## src/hdl/ism_pkg.sv

```systemverilog
// Shared types, register codes and constants for the indexed scatter MAC.
// Used by every module of the block; no dependencies of its own.
package ism_pkg;

    // Default sizing of the accumulator table and location range
    localparam int DEF_TABLE_ENTRIES = 4096;
    localparam int DEF_MAX_LOCATIONS = 1024;

    // Job address field covers the largest supported table (65536 entries)
    localparam int JOB_ADDR_W = 16;

    // Width of the unreduced address sum: loc-1 + trend*L + column*L*T
    localparam int TL_W   = 15;
    localparam int LT_W   = 16;
    localparam int COLT_W = 22;
    localparam int SUM_W  = 23;

    // Request queue between front and back
    localparam int Q_DEPTH = 4;
    localparam int Q_PTR_W = 2;
    localparam int Q_CNT_W = 3;

    // Configuration register map
    localparam int          PADDR_W             = 4;
    localparam logic [1:0]  REG_LOCATION_COUNT  = 2'd0;
    localparam logic [1:0]  REG_TREND_COUNT     = 2'd1;
    localparam logic [1:0]  REG_COLUMN_COUNT    = 2'd2;

    // Operation codes
    localparam logic OP_ACCUMULATE = 1'b0;
    localparam logic OP_READ       = 1'b1;

    // Saturation bounds of the Q32.32 accumulator
    localparam logic signed [63:0] ACC_MAX = 64'sh7FFF_FFFF_FFFF_FFFF;
    localparam logic signed [63:0] ACC_MIN = 64'sh8000_0000_0000_0000;

    typedef struct packed {
        logic               operation;
        logic [10:0]        location;
        logic [3:0]         trend;
        logic [5:0]         column;
        logic signed [31:0] trend_value;
        logic signed [31:0] data_value;
    } t_in_item;

    typedef struct packed {
        logic signed [63:0] entry_value;
        logic               range_error;
    } t_out_item;

    typedef struct packed {
        logic [10:0] location_count;
        logic [4:0]  trend_count;
        logic [6:0]  column_count;
    } t_cfg;

    // Classified request handed from front to back
    typedef struct packed {
        logic                  op;
        logic                  err;
        logic [JOB_ADDR_W-1:0] addr;
        logic signed [63:0]    prod;
    } t_job;

    typedef enum logic [1:0] {
        BK_CLEAR,
        BK_IDLE,
        BK_RMW
    } t_back_state;

endpackage

```

## src/hdl/ism_front.sv

```systemverilog
// Front end: accepts requests, multiplies the Q16.16 operands, computes the
// table address and range flags, and pushes a job into the queue. Uses ism_pkg.
module ism_front #(
    parameter int TABLE_ENTRIES = ism_pkg::DEF_TABLE_ENTRIES,
    parameter int MAX_LOCATIONS = ism_pkg::DEF_MAX_LOCATIONS
) (
    input  logic              i_clk,
    input  logic              i_rst_n,
    input  ism_pkg::t_cfg     i_cfg,
    input  logic              i_clearing,
    input  logic              i_in_valid,
    output logic              o_in_stall,
    input  ism_pkg::t_in_item i_in_data,
    input  logic              i_q_full,
    output logic              o_push,
    output ism_pkg::t_job     o_push_data
);
    import ism_pkg::*;

    // Stage 1: captured request
    logic     r_s1_valid;
    t_in_item r_s1_item;

    // Stage 2: partial address terms, flags and product
    logic                  r_s2_valid;
    logic                  r_s2_op;
    logic                  r_s2_err;
    logic [10:0]           r_s2_loc_m1;
    logic [TL_W-1:0]       r_s2_tl;
    logic [LT_W-1:0]       r_s2_lt;
    logic [5:0]            r_s2_column;
    logic signed [63:0]    r_s2_prod;

    logic                  w_accept;
    logic                  w_s2_load;
    logic                  w_s1_err;
    logic [TL_W-1:0]       w_tl;
    logic [LT_W-1:0]       w_lt;
    logic signed [63:0]    w_prod;
    logic [COLT_W-1:0]     w_col_term;
    logic [SUM_W-1:0]      w_sum;
    logic                  w_addr_err;

    // Handshake: stage 2 drains into the queue, stage 1 into stage 2
    assign o_push     = r_s2_valid && !i_q_full;
    assign w_s2_load  = !r_s2_valid || o_push;
    assign o_in_stall = i_clearing || (r_s1_valid && !w_s2_load);
    assign w_accept   = i_in_valid && !o_in_stall;

    // Stage 1 logic: index range checks, the small multiplies and the product
    assign w_s1_err = (r_s1_item.location == 11'd0)
                   || (r_s1_item.location > i_cfg.location_count)
                   || (32'(r_s1_item.location) > 32'(MAX_LOCATIONS))
                   || (5'(r_s1_item.trend) >= i_cfg.trend_count)
                   || (7'(r_s1_item.column) >= i_cfg.column_count);
    assign w_tl   = TL_W'(r_s1_item.trend) * TL_W'(i_cfg.location_count);
    assign w_lt   = LT_W'(i_cfg.location_count) * LT_W'(i_cfg.trend_count);
    assign w_prod = 64'($signed(r_s1_item.trend_value))
                  * 64'($signed(r_s1_item.data_value));

    // Stage 2 logic: final address sum and table bound
    assign w_col_term = COLT_W'(r_s2_column) * COLT_W'(r_s2_lt);
    assign w_sum      = SUM_W'(r_s2_loc_m1) + SUM_W'(r_s2_tl) + SUM_W'(w_col_term);
    assign w_addr_err = 32'(w_sum) >= 32'(TABLE_ENTRIES);

    always_comb begin
        o_push_data      = '0;
        o_push_data.op   = r_s2_op;
        o_push_data.err  = r_s2_err || w_addr_err;
        o_push_data.addr = w_sum[JOB_ADDR_W-1:0];
        o_push_data.prod = r_s2_prod;
    end

    // Valid flags
    always_ff @(posedge i_clk) begin
        if (!i_rst_n) begin
            r_s1_valid <= 1'b0;
            r_s2_valid <= 1'b0;
        end else begin
            if (w_accept) begin
                r_s1_valid <= 1'b1;
            end else if (w_s2_load) begin
                r_s1_valid <= 1'b0;
            end
            if (w_s2_load) begin
                r_s2_valid <= r_s1_valid;
            end
        end
    end

    // Payload registers
    always_ff @(posedge i_clk) begin
        if (w_accept) begin
            r_s1_item <= i_in_data;
        end
        if (w_s2_load) begin
            r_s2_op     <= r_s1_item.operation;
            r_s2_err    <= w_s1_err;
            r_s2_loc_m1 <= r_s1_item.location - 11'd1;
            r_s2_tl     <= w_tl;
            r_s2_lt     <= w_lt;
            r_s2_column <= r_s1_item.column;
            r_s2_prod   <= w_prod;
        end
    end

endmodule

```

## config.mk

```make
export PLATFORM = sky130hd
export DESIGN_NAME = ism_front
export DESIGN_NICKNAME = d
export VERILOG_FILES = /design/src/hdl/ism_pkg.sv /design/src/hdl/ism_front.sv
export SDC_FILE = /design/constraint.sdc
export NUM_CORES = 2
export LEC_CHECK = 0
export ABC_AREA = 1
export CAP_MARGIN = 0
export CORE_MARGIN = 2
export CORE_UTILIZATION = 25
export CTS_CLUSTER_SIZE = 24
export DETAILED_ROUTE_END_ITERATION = 7
export DONT_BUFFER_PORTS = 1
export PLACE_DENSITY = 0.45
export SLEW_MARGIN = 20
export SYNTH_ARGS = -nofsm -noshare
export SYNTH_HDL_FRONTEND = slang
export SYNTH_SLANG_ARGS = --single-unit
```

## constraint.sdc

```tcl
create_clock -name i_clk -period 10.3 [get_ports i_clk]
set_clock_uncertainty 0.1 [all_clocks]
set_input_delay 1.545 -clock i_clk [delete_from_list [all_inputs] [get_ports i_clk]]
set_output_delay 1.545 -clock i_clk [all_outputs]
set_load 0.05 [all_outputs]
```

==> impl_metrics.tcl <==
set metrics [dict create \
    synth_top_area_share_pct 46.4 \
    period_share_pct 81.0 \
    critPathCaptureType "flop" \
    antenna_left 0 \
    clockBufferDepth 3 \
    fin_tns_setup_ns 0 \
    vias_per_cell 4.21 \
    final_cell_mix "inv_1, nand2_1, fa_1, ha_1, edfxtp_1" \
    layout_commonest_cell "inv_1" \
    setup_violations 0 \
    drive_above_1_share_pct 3.44 \
    tightestPinTransition_ns 1.12 \
    timing.hold.worst.start "r_s1_item[85]$_DFFE_PP_" \
    hold_violations 0 \
    synthFlopType "edfxtp_1" \
    synth_seq_cells 202 \
    cts_tree "built" \
    hold_buffers 0 \
    synth-edff-count 200 \
    drt_wl_total_um 156000 \
    port_buffers 0 \
    synth_compound_area_share_pct 2.77 \
    whs_path_depth 0 \
    cts_sinks 202 \
    cts_resized 0 \
    hold_end "r_s2_op$_DFFE_PP_" \
    rsz0062_at_grt "no" \
    path_clk_slew_ns 0.06 \
    core_region_area_sq_um 207000 \
    root_buffer "clkbuf_16" \
    rows 167 \
    crit_arrival_ns 8.74 \
    cts-buffers-inserted 31 \
    syn_area_sq_um 52100 \
    grt_pass1_vias 41599 \
    met1_usage_pct 20.2 \
    seq_area_frac_synth_pct 11.6 \
    avgRoutedWirePerCell_um 17.6 \
    syn_inst 6171 \
    synth_nets 7790 \
    required_ns 10.70 \
    syn_to_final_growth_pct 8.24 \
    post_cts_buffers 0 \
    cp_max_fo 32 \
    grt_util_met3_pct 1.66 \
    ios 198 \
    yosys.area_share.adder_pct 53.6 \
    r2r_start "r_s1_item[63]$_DFFE_PP_" \
    timing.fmax_mhz 120 \
    dieHeight_um 460 \
    grt_max_degree 52 \
    nets 7677 \
    crit_type "flop to flop" \
    yosys-top-cells-area "fa_1, inv_1, edfxtp_1" \
    grt_pass1_wl_um 249000 \
    ys_warn_count 0 \
    die-area_sq_um 212000 \
    finalMaxSlewViolations 0 \
    vias 37344 \
    gp_congestion 0.900 \
    dp_hpwl_um 133000 \
    slew_headroom_pct 25.4 \
    dr.pass1.iters 5 \
    cap_violations 0 \
    start_kind "flop" \
    r2r_end "r_s2_prod[55]$_DFFE_PP_" \
    outcome "completed" \
    drt_iter0_drc 2106 \
    async_reset_ff_share_pct 0 \
    ys_types 44 \
    remaining_drc_errors 0 \
    syn_avg_cell_area_sq_um 8.44 \
    grt_util_all_layers_pct 15.2 \
    min_path_type "flop to flop" \
    yosys.area.top_type "fa_1" \
    initial_core_util_pct 25.2 \
    ff2ff_path_depth 27 \
    fillCellCount 22453 \
    synth_top_family_by_area "adder cells" \
    synthXorXnorAreaFrac_pct 1.61 \
    use_met2_pct 27.0 \
    gr-total-overflow 0 \
    antenna_found_initial 34 \
    top_usage_layer "met2" \
    regToRegSetupSlack_ns 1.95 \
    min_period_ns 8.35 \
    clk_latency_ns 0.66 \
    yosys.area_share.simple_pct 14.8 \
    synth_mux_area_share_pct 0 \
    htree_levels 1 \
    fp.dieW_um 460 \
]
-- registers in the layout, indices dropped and copies added, names as in the netlist --
register	count
r_s2_err	1
r_s2_column	6
r_s2_prod	64
r_s2_lt	16
r_s2_valid	1
r_s1_item	86
r_s2_loc_m1	11
r_s1_valid	1
r_s2_tl	15
r_s2_op	1
-- metal layers --
metal	wire [um]	share of wire, %
met5	112	0.072
met2	77900	50
met3	6790	4.3
met4	2290	1.5
met1	69100	44
-- area by class of cell --
cell class	count	area, sq um	share of cell area [%]
Sequential cell	202	6050	10.7
Clock inverter	24	213	0.377
Tap cell	2788	3490	6.19
Clock buffer	33	783	1.39
Multi-Input combinational cell	3799	37900	67.2
Timing Repair Buffer	79	608	1.08
Antenna cell	9	22.5	0.0400
Inverter	1945	7300	13.0
-- synth_stat cells (18+ instances only) --
cell type and count:
nor2_1 186, xnor2_1 25, o21ai_0 65, fa_1 1208
edfxtp_1 200, a21oi_1 131, nand3_1 88, nand2_1 1564
nor3_1 18, xor2_1 71, inv_1 1929, ha_1 297
clkbuf_1 224
-- worst max-delay path, stage by stage (launching register included) --
cell and delay (ns):
edfxtp_1 0.35, buf_4 0.26, nand2_1 0.16, inv_1 0.09
fa_1 0.51, inv_1 0.08, fa_1 0.51, inv_1 0.08
fa_1 0.79, fa_1 1.06, inv_1 0.36, fa_1 0.56
inv_1 0.05, fa_1 0.53, inv_1 0.05, fa_1 0.48
inv_1 0.06, fa_1 0.45, ha_1 0.49, nand2_1 0.13
nor2_1 0.17, inv_1 0.10, nor2_1 0.11, inv_1 0.09
nor2_1 0.14, nand3_1 0.10, nand3_1 0.13, xor2_1 0.18
-- per-stage QoR --
step	hold slack [ns]	util, %	std cells	worst slack, ns	cell area, sq um
final	0.324	27.2	8879	1.95	56400
after CTS	0.330	27.2	8869	1.84	56300
after global placement	0.302	26.7	8811	1.91	55300
after global routing	0.337	27.2	8877	1.31	56400
after detailed placement	0.313	26.7	8812	1.88	55300
after floorplan	0.300	-	6171	1.41	52100
-- cell families (layout without fill, tap and decap cells) --
| group | after synthesis | count (layout) |
|---|---|---|
| adder cells (fa/ha/maj) | 1505 | 1505 |
| flip-flops | 202 | 202 |
| AO/OA/AOI/OAI | 257 | 257 |
| AND/OR/NAND/NOR | 1941 | 1941 |
| XOR/XNOR | 96 | 96 |
| other | 0 | 9 |
| buffers and inverters | 2170 | 2081 |
-- worst max path at each step --
stage          slack [ns]                     from                       to
5_1_grt              1.31  r_s1_item[63]$_DFFE_PP_  r_s2_prod[56]$_DFFE_PP_
3_3_place_gp         1.91  r_s1_item[63]$_DFFE_PP_  r_s2_prod[63]$_DFFE_PP_
2_1_floorplan        1.41                 i_q_full   r_s1_item[0]$_DFFE_PP_
4_1_cts              1.84  r_s1_item[63]$_DFFE_PP_  r_s2_prod[55]$_DFFE_PP_
6_report             1.95  r_s1_item[63]$_DFFE_PP_  r_s2_prod[55]$_DFFE_PP_
3_5_place_dp         1.88  r_s1_item[63]$_DFFE_PP_  r_s2_prod[55]$_DFFE_PP_
Power is left out: the tool's default activity adds up to more than one toggle a clock period on the data nets, which glitch-free logic cannot reach.
