==> src/hdl/ism_pkg.sv <==
// Shared types, register codes and constants for the indexed scatter MAC.
// Used by every module of the block; no dependencies of its own.
package ism_pkg;

    // Default sizing of the accumulator table and location range
    localparam int DEF_TABLE_ENTRIES = 4096;
    localparam int DEF_MAX_LOCATIONS = 1024;

    // Job address field covers the largest supported table (65536 entries)
    localparam int JOB_ADDR_W = 16;

    // Width of the unreduced address sum: loc-1 + trend*L + column*L*T
    localparam int TL_W   = 15;
    localparam int LT_W   = 16;
    localparam int COLT_W = 22;
    localparam int SUM_W  = 23;

    // Request queue between front and back
    localparam int Q_DEPTH = 4;
    localparam int Q_PTR_W = 2;
    localparam int Q_CNT_W = 3;

    // Configuration register map
    localparam int          PADDR_W             = 4;
    localparam logic [1:0]  REG_LOCATION_COUNT  = 2'd0;
    localparam logic [1:0]  REG_TREND_COUNT     = 2'd1;
    localparam logic [1:0]  REG_COLUMN_COUNT    = 2'd2;

    // Operation codes
    localparam logic OP_ACCUMULATE = 1'b0;
    localparam logic OP_READ       = 1'b1;

    // Saturation bounds of the Q32.32 accumulator
    localparam logic signed [63:0] ACC_MAX = 64'sh7FFF_FFFF_FFFF_FFFF;
    localparam logic signed [63:0] ACC_MIN = 64'sh8000_0000_0000_0000;

    typedef struct packed {
        logic               operation;
        logic [10:0]        location;
        logic [3:0]         trend;
        logic [5:0]         column;
        logic signed [31:0] trend_value;
        logic signed [31:0] data_value;
    } t_in_item;

    typedef struct packed {
        logic signed [63:0] entry_value;
        logic               range_error;
    } t_out_item;

    typedef struct packed {
        logic [10:0] location_count;
        logic [4:0]  trend_count;
        logic [6:0]  column_count;
    } t_cfg;

    // Classified request handed from front to back
    typedef struct packed {
        logic                  op;
        logic                  err;
        logic [JOB_ADDR_W-1:0] addr;
        logic signed [63:0]    prod;
    } t_job;

    typedef enum logic [1:0] {
        BK_CLEAR,
        BK_IDLE,
        BK_RMW
    } t_back_state;

endpackage

==> src/hdl/ism_queue.sv <==
// Small job queue that decouples the front end from the accumulator back end.
// Uses ism_pkg for the job type and depth.
module ism_queue (
    input  logic          i_clk,
    input  logic          i_rst_n,
    input  logic          i_push,
    input  ism_pkg::t_job i_push_data,
    output logic          o_full,
    input  logic          i_pop,
    output ism_pkg::t_job o_head,
    output logic          o_empty
);
    import ism_pkg::*;

    t_job               r_slot [Q_DEPTH];
    logic [Q_PTR_W-1:0] r_wr_ptr;
    logic [Q_PTR_W-1:0] r_rd_ptr;
    logic [Q_CNT_W-1:0] r_count;

    assign o_full  = (r_count == Q_CNT_W'(Q_DEPTH));
    assign o_empty = (r_count == '0);
    assign o_head  = r_slot[r_rd_ptr];

    // Pointers and fill count
    always_ff @(posedge i_clk) begin
        if (!i_rst_n) begin
            r_wr_ptr <= '0;
            r_rd_ptr <= '0;
            r_count  <= '0;
        end else begin
            if (i_push) begin
                r_wr_ptr <= r_wr_ptr + 1'b1;
            end
            if (i_pop) begin
                r_rd_ptr <= r_rd_ptr + 1'b1;
            end
            if (i_push && !i_pop) begin
                r_count <= r_count + 1'b1;
            end else if (i_pop && !i_push) begin
                r_count <= r_count - 1'b1;
            end
        end
    end

    // Storage
    always_ff @(posedge i_clk) begin
        if (i_push) begin
            r_slot[r_wr_ptr] <= i_push_data;
        end
    end

endmodule

==> config.mk <==
export PLATFORM = sky130hd
export DESIGN_NAME = ism_queue
export DESIGN_NICKNAME = d
export VERILOG_FILES = /design/src/hdl/ism_pkg.sv /design/src/hdl/ism_queue.sv
export SDC_FILE = /design/constraint.sdc
export NUM_CORES = 1
export LEC_CHECK = 0
export BUFFER_PORTS_ARGS = -buffer_cell sky130_fd_sc_hd__buf_2
export CAP_MARGIN = 25
export CORE_MARGIN = 3
export CORE_UTILIZATION = 60
export CTS_BUF_LIST = sky130_fd_sc_hd__clkbuf_8
export DETAILED_ROUTE_END_ITERATION = 16
export PLACE_DENSITY = 0.84
export SYNTH_ARGS = -nofsm -noshare
export SYNTH_HDL_FRONTEND = slang
export SYNTH_SLANG_ARGS = --single-unit
==> constraint.sdc <==
create_clock -name i_clk -period 5 [get_ports i_clk]
set_input_delay 1 -clock i_clk [delete_from_list [all_inputs] [get_ports i_clk]]
set_output_delay 1 -clock i_clk [all_outputs]
set_load 0.03 [all_outputs]
==> impl_results.md, run 1 <==
- Initial Utilization: 62.28%
- Most common cell in the netlist: edfxtp_1
- Synth top cells by count: edfxtp_1, mux4_2, and2_1, dfxtp_1
- Min Tclk post-route: 3677 ps
- Worst IR Drop VDD: 0.2617 mV
- Max-slew violation count: 0
- GPL Wtd Cong: 0.7469
- # hold bufs at CTS: 0
- Worst EP arrival: 2680 ps
- Critical path cell sequence: buf_4 -> mux4_2 -> buf_2
- Placed cells: 895
- Worst-path clk slew: 60 ps
- HP Class: reg -> reg
- Worst-Skew Late Latency: 550 ps
- Cell Count, Final, Fillers Out: 991
- Main synth FF type: edfxtp_1
- Syn avg cell area: 26.24 um2
- Clock sink count: 337
- Via/cell ratio: 5.667
- Unrepaired setup endpoints after global routing: false
- Number of global-route vias before repair: 6122
- # fillers: 1130
- Clock root buffer: clkbuf_8
- H-tree Lvls: 2
- Critical Path RT: 4000 ps
- Largest net degree at the start of global routing: 67
- Worst-path maximum fanout: 38
- Critical path's largest stage delay: 830 ps
- Clock Skews: 17.77 ps
- Final Hold Vio Count: 0
- Family with the most delay on the worst path: flip-flops
- Die area: 22360 um2
- Layout area overhead: 16.60%
- Area leader, netlist: edfxtp_1
- Routed WL: 21.65 mm
- Worst Setup Start Kind: flop
- Synth area leaders: edfxtp_1, mux4_2, dfxtp_1
- Post-DP HPWL: 13.22 mm
- Initial DRC Count: 370
- # Post-CTS Setup Buffers: 0
- Total Nets Final: 775
- Post-synth top area share: 79.68%
- PortBufs: 169
- Post-Syn Nets: 563
- Pwr/cell area: 430.0 nW/um2
- Routed Antenna Nets: 0
- Period Utilization, post-route: 73.54%
- Initial antenna violation count: 1
- PostCTS Resize Cnt: 0
- Core area: 19850 um2
- Synthesis Warnings: 0
- Buf+Inv Stages, Crit Path: 2
- WS Path Type: reg -> out
- Area of the multi-input gates: 2111 um2
- Peak Freq: 0.2719 GHz
- FF+latch area: 10040 um2
- Leakage power: 4.931 nW
- Gate Count Post-Synth: 471
- CP max-delay cell: dfxtp_4
- CTS Buf Count: 51
- Post-synthesis sequential area ratio: 81.14%
- Setup-violating endpoint count in the final report: 0
- Distinct cell type count after synthesis: 22
- TNS Setup: 0 ps
- Routed WL per cell: 21.85 um
- Slew @ Worst Pin: 1012 ps
- Die height: 149.5 um
- Max_cap viols: 0
- Yosys reg bits: 337
- CTS tree: done
- Total Routing Usage GR: 20.02%
- Number of synthesized flops with an enable pin: 328
- Cell row count: 51
- GRT Max-Usage Layer: met2
- Share of layout cells above drive strength 1: 45.93%
- CP endpoint kind: output port
- Via count: 5616
- DIE WIDTH: 149.5 um
- Ys async rst share: 0%
- Global-route wire length before repair: 33.74 mm
- # DRC: 0
- Met2 Resource Use GR: 32.96%
- Post-Synthesis Cell Area: 12360 um2
- GR Util met1: 27.00%
- GRT overflow: 0
- Slew HR: 32.56%
- Met3 Use GR: 5.663%
- Status: complete, no violations
- # IOs: 170
- Clk buf depth: 3
- Drt pass-1 iters: 5
==> cell families (layout without fill, tap and decap cells) <==
| group | count (synthesis) | count (layout) | synth area share [%] |
|---|---|---|---|
| buffers and inverters | 22 | 276 | 1.862 |
| multiplexers | 84 | 84 | 15.13 |
| AO/OA/AOI/OAI | 2 | 2 | 0.1012 |
| AND/OR/NAND/NOR | 15 | 15 | 0.7389 |
| adder cells (fa/ha/maj) | 6 | 6 | 0.6681 |
| flip-flops | 337 | 337 | 81.14 |
| XOR/XNOR | 5 | 5 | 0.3544 |
| other | 0 | 1 | 0 |
==> metrics by stage <==
step | cell area (um2) | utilization (%) | total power, mW | hold WS [ps] | setup WS, ps
final | 14410 | 72.62 | 6.197 | 535.7 | 1323
after global routing | 14410 | 72.61 | 6.439 | 563.0 | 1079
after CTS | 14410 | 72.61 | 6.260 | 530.9 | 1203
after detailed placement | 13400 | 67.52 | 4.100 | 521.9 | 1811
after global placement | 13400 | 67.52 | 4.069 | 485.2 | 1845
after floorplan | 12360 | - | 3.881 | 472.4 | 1643
==> worst register-to-register path, cell delays in order (launching register included) <==
cell     delay (ps)
dfxtp_1         350
inv_1            90
ha_1            150
and2_4          760
buf_4           510
==> registers in the layout, summed over array words and instances (netlist names), named ones only <==
register	count
r_rd_ptr	2
r_count	3
r_slot	328
r_wr_ptr	2
==> placed cells by master (no fill, tap or decap), types with 5 or more instances in the layout <==
master    instances
edfxtp_1        328
buf_2           169
mux4_2           81
clkbuf_8         53
clkinv_1         19
inv_1            11
clkinv_2         11
buf_4             8
dfxtp_1           7
and2_1            5
ha_1              5
==> layout make-up <==
class	count	area share, %
Multi-Input combinational cell	112	14.65
Clock inverter	42	1.945
Sequential cell	337	69.64
Inverter	4	0.1042
Tap cell	265	2.301
Antenna cell	1	0.01736
Timing Repair Buffer	177	6.285
Clock buffer	53	5.061
==> power breakdown <==
part | internal [mW] | total, mW | leakage, nW | switching, mW
Combinational | 0.268 | 0.710 | 1.29 | 0.442
Sequential | 3.25 | 3.32 | 3.09 | 0.0718
Clock | 1.20 | 2.17 | 0.548 | 0.973
==> worst paths after layout <==
| check | startpoint | end | slack, ps | depth (start not counted) |
|---|---|---|---|---|
| setup / recovery | flop | o_head[18] | 1320 | 3 |
| hold / removal | r_count[2] | r_count[2] | 540 | 2 |
| setup reg to reg | r_wr_ptr[0] | r_slot[2][35] | 2810 | 4 |
| hold reg to reg | r_count[2] | r_count[2] | 540 | 2 |
==> layer usage <==
layer	part of all wire [%]	up-vias
met4	1.6	2
met5	0.060	-
met3	7.8	34
met1	39	2888
li1	-	2464
met2	51	228
No activity file was read; power rests on OpenSTA's default activity.
==> inputs of run 2 (changes only) <==
--- a/config.mk
+++ b/config.mk
@@ -8,10 +8,10 @@
 export BUFFER_PORTS_ARGS = -buffer_cell sky130_fd_sc_hd__buf_2
 export CAP_MARGIN = 25
 export CORE_MARGIN = 3
-export CORE_UTILIZATION = 60
+export CORE_UTILIZATION = 59
 export CTS_BUF_LIST = sky130_fd_sc_hd__clkbuf_8
 export DETAILED_ROUTE_END_ITERATION = 16
-export PLACE_DENSITY = 0.84
+export PLACE_DENSITY = 0.83
 export SYNTH_ARGS = -nofsm -noshare
 export SYNTH_HDL_FRONTEND = slang
 export SYNTH_SLANG_ARGS = --single-unit
==> constraint.sdc (replaced) <==
create_clock -name i_clk -period 3.6 [get_ports i_clk]
set_input_delay 0.72 -clock i_clk [delete_from_list [all_inputs] [get_ports i_clk]]
set_output_delay 0.72 -clock i_clk [all_outputs]
set_load 0.03 [all_outputs]
==> impl_results.md, run 2 (same netlist as run 1, synthesis figures left out) <==
- Total Routing Usage GR: 20.02% (about the same)
- Number of global-route vias before repair: 6167 (+0.74%)
- Global-route wire length before repair: 33.95 mm (+0.63%)
- WS Path Type: reg -> out
- Die height: 150.7 um (+0.81%)
- Routed WL per cell: 22.34 um (+2.3%)
- Slew HR: 45.16% (+13 points)
- Internal Dissipation: 6.320 mW (+34%)
- Initial antenna violation count: 3 (+2)
- Worst setup margin: 550.0 ps (-772.7 ps)
- PostCTS Resize Cnt: 0 (unchanged)
- Clock sink count: 337 (unchanged)
- Setup-violating endpoint count in the final report: 0 (unchanged)
- # fillers: 1240 (+9.7%)
- Reg2reg start: r_wr_ptr[0]
- Largest registers: r_slot x328, r_count x3
- Cell row count: 52 (+2.0%)
- Final Hold Vio Count: 0 (unchanged)
- Diode count: 0 (-1)
- Max_cap viols: 0 (unchanged)
- Clock root buffer: clkbuf_8
- Hold Crit Depth: 1 (-1)
- Initial DRC Count: 385 (+4.1%)
- Via count: 5682 (+1.2%)
- GRT overflow: 0 (unchanged)
- HP Class: in -> reg
- Worst-path clk slew: 60 ps (about the same)
- Worst Setup Start Kind: flop
- Reg-to-reg slack, setup: 1620 ps (-1190 ps)
- # IOs: 170 (unchanged)
- NetSw: 2.041 mW (+37%)
- Total Nets Final: 782 (+0.90%)
- PortBufs: 169 (unchanged)
- Worst-path maximum fanout: 24 (-37%)
- Reg power frac: 54.9% (+1.3 points)
- Pwr/cell area: 580.3 nW/um2 (+35%)
- HP Start: i_push_data[75]
- Combinational share of power: 12.2% (+0.7 points)
- Clock Power Share: 32.9% (-2.1 points)
- Core area: 20430 um2 (+2.9%)
- Die area: 22720 um2 (+1.6%)
- Period Utilization, post-route: 84.72%
- Post-place setup slack: 1054 ps (-757.1 ps)
- Worst EP arrival: 2330 ps (-350 ps)
- Min Hold Slack: 384.1 ps (-151.6 ps)
- Worst IR Drop VDD: 0.4191 mV (+60%)
- # hold bufs at CTS: 0 (unchanged)
- R2R Path End: r_slot[2][68]
- Largest net degree at the start of global routing: 53 (-21%)
- CTS Buf Count: 50 (-2.0%)
- Share of layout cells above drive strength 1: 45.88% (-0.052 points)
- Slew @ Worst Pin: 822.7 ps (-188.9 ps)
- Sw Ratio: 24.41% (+0.42 points)
- Min Tclk post-route: 3050 ps
- # Post-CTS Setup Buffers: 0 (unchanged)
- Unrepaired setup endpoints after global routing: false
- TNS Setup: 0 ps (unchanged)
- Via/cell ratio: 5.693 (+0.47%)
- Critical Path RT: 2880 ps (-1120 ps)
- Layout area overhead: 16.57% (about the same)
- Max-slew violation count: 0 (unchanged)
- H-tree Lvls: 2 (unchanged)
- Post-DP HPWL: 14.06 mm (+6.4%)
- Leakage power: 4.966 nW (+0.72%)
- Routed Antenna Nets: 0 (unchanged)
- Commonest non-fill, non-tap cells in the layout: edfxtp_1, buf_2, mux4_2
- Hold Path Sink: r_slot[3][75]
- DIE WIDTH: 150.7 um (+0.81%)
- Layout Utilization: 70.53% (-2.1 points)
- # DRC: 0 (unchanged)
- Routed WL: 22.29 mm (+3.0%)
- CTS tree: done
- Drt pass-1 iters: 4 (-1)
- Clk buf depth: 3 (unchanged)
- Status: complete, no violations
- Largest register by flop count: r_slot
- Peak Freq: 0.3279 GHz
- Initial Utilization: 60.50% (-1.8 points)
- Clock Skews: 11.79 ps (-5.978 ps)
- GPL Wtd Cong: 0.6991 (-6.4%)
- Max reg flops: 328 (unchanged)
- CP endpoint kind: output port
- Most common cell after layout, fill and taps aside: edfxtp_1
- Worst-Skew Late Latency: 540 ps (about the same)
- Reg2reg path depth: 4 (unchanged)
- Final Power: 8.361 mW (+35%)
## run 2: cell count changes in the layout (fill, tap and decap cells not counted)
cell        before  now
buf_12           0    3
bufinv_16        4    1
inv_1           11   20
diode_2          1    0
clkinv_2        11    8
clkinvlp_4       1    0
buf_4            8   13
clkinv_1        19   12
## run 2: through the flow
step,std cells,area [um2]
5_1_grt,998,14410
3_3_place_gp,908,13500
3_5_place_dp,908,13500
6_report,998,14410
4_1_cts,998,14410
2_1_floorplan,471,12360
## run 2: routing by layer
layer	track usage, %	up-vias	part of all wire (%)	routed length, um
met5	0	-	0.15	34
met4	5.984	6	1.7	387
met3	5.358	47	8.3	1857
met2	33.89	240	53	11810
met1	25.87	2922	37	8208
li1	-	2467	-	-
## run 2: critical path, cell delays in order, from the launching register on
cell and delay [ps]:
dfxtp_4 690, buf_4 350, mux4_2 550, buf_2 200
## run 2: worst max-delay path by stage
stage	startpoint	end	slack, ps	cells after the start
after CTS	flop	o_head[37]	440	3
final	flop	o_head[37]	550	3
after floorplan	i_push	r_slot[0][0]	520	1
after global routing	flop	o_head[68]	350	3
after detailed placement	flop	o_head[33]	1050	3
after global placement	flop	o_head[28]	1060	3
## run 2: power groups by stage
stage                     Clock, mW  Combinational (mW)  Sequential, mW
final                          2.75                1.02            4.59
after global routing           3.00                1.09            4.60
after CTS                      2.82                1.04            4.59
after detailed placement          0                1.04            4.67
after global placement            0                1.01            4.65
after floorplan                   0               0.759            4.63
## run 2: area by class of cell
type / instances / area [um2] / share of cell area [%]
clock buffer: 53 / 729.5 / 5.063
clock inverter: 37 / 175.2 / 1.216
inverter: 4 / 15.01 / 0.1042
multi-input combinational: 112 / 2111 / 14.65
sequential: 337 / 10040 / 69.66
tap: 270 / 337.8 / 2.345
timing repair buffer: 185 / 1003 / 6.964
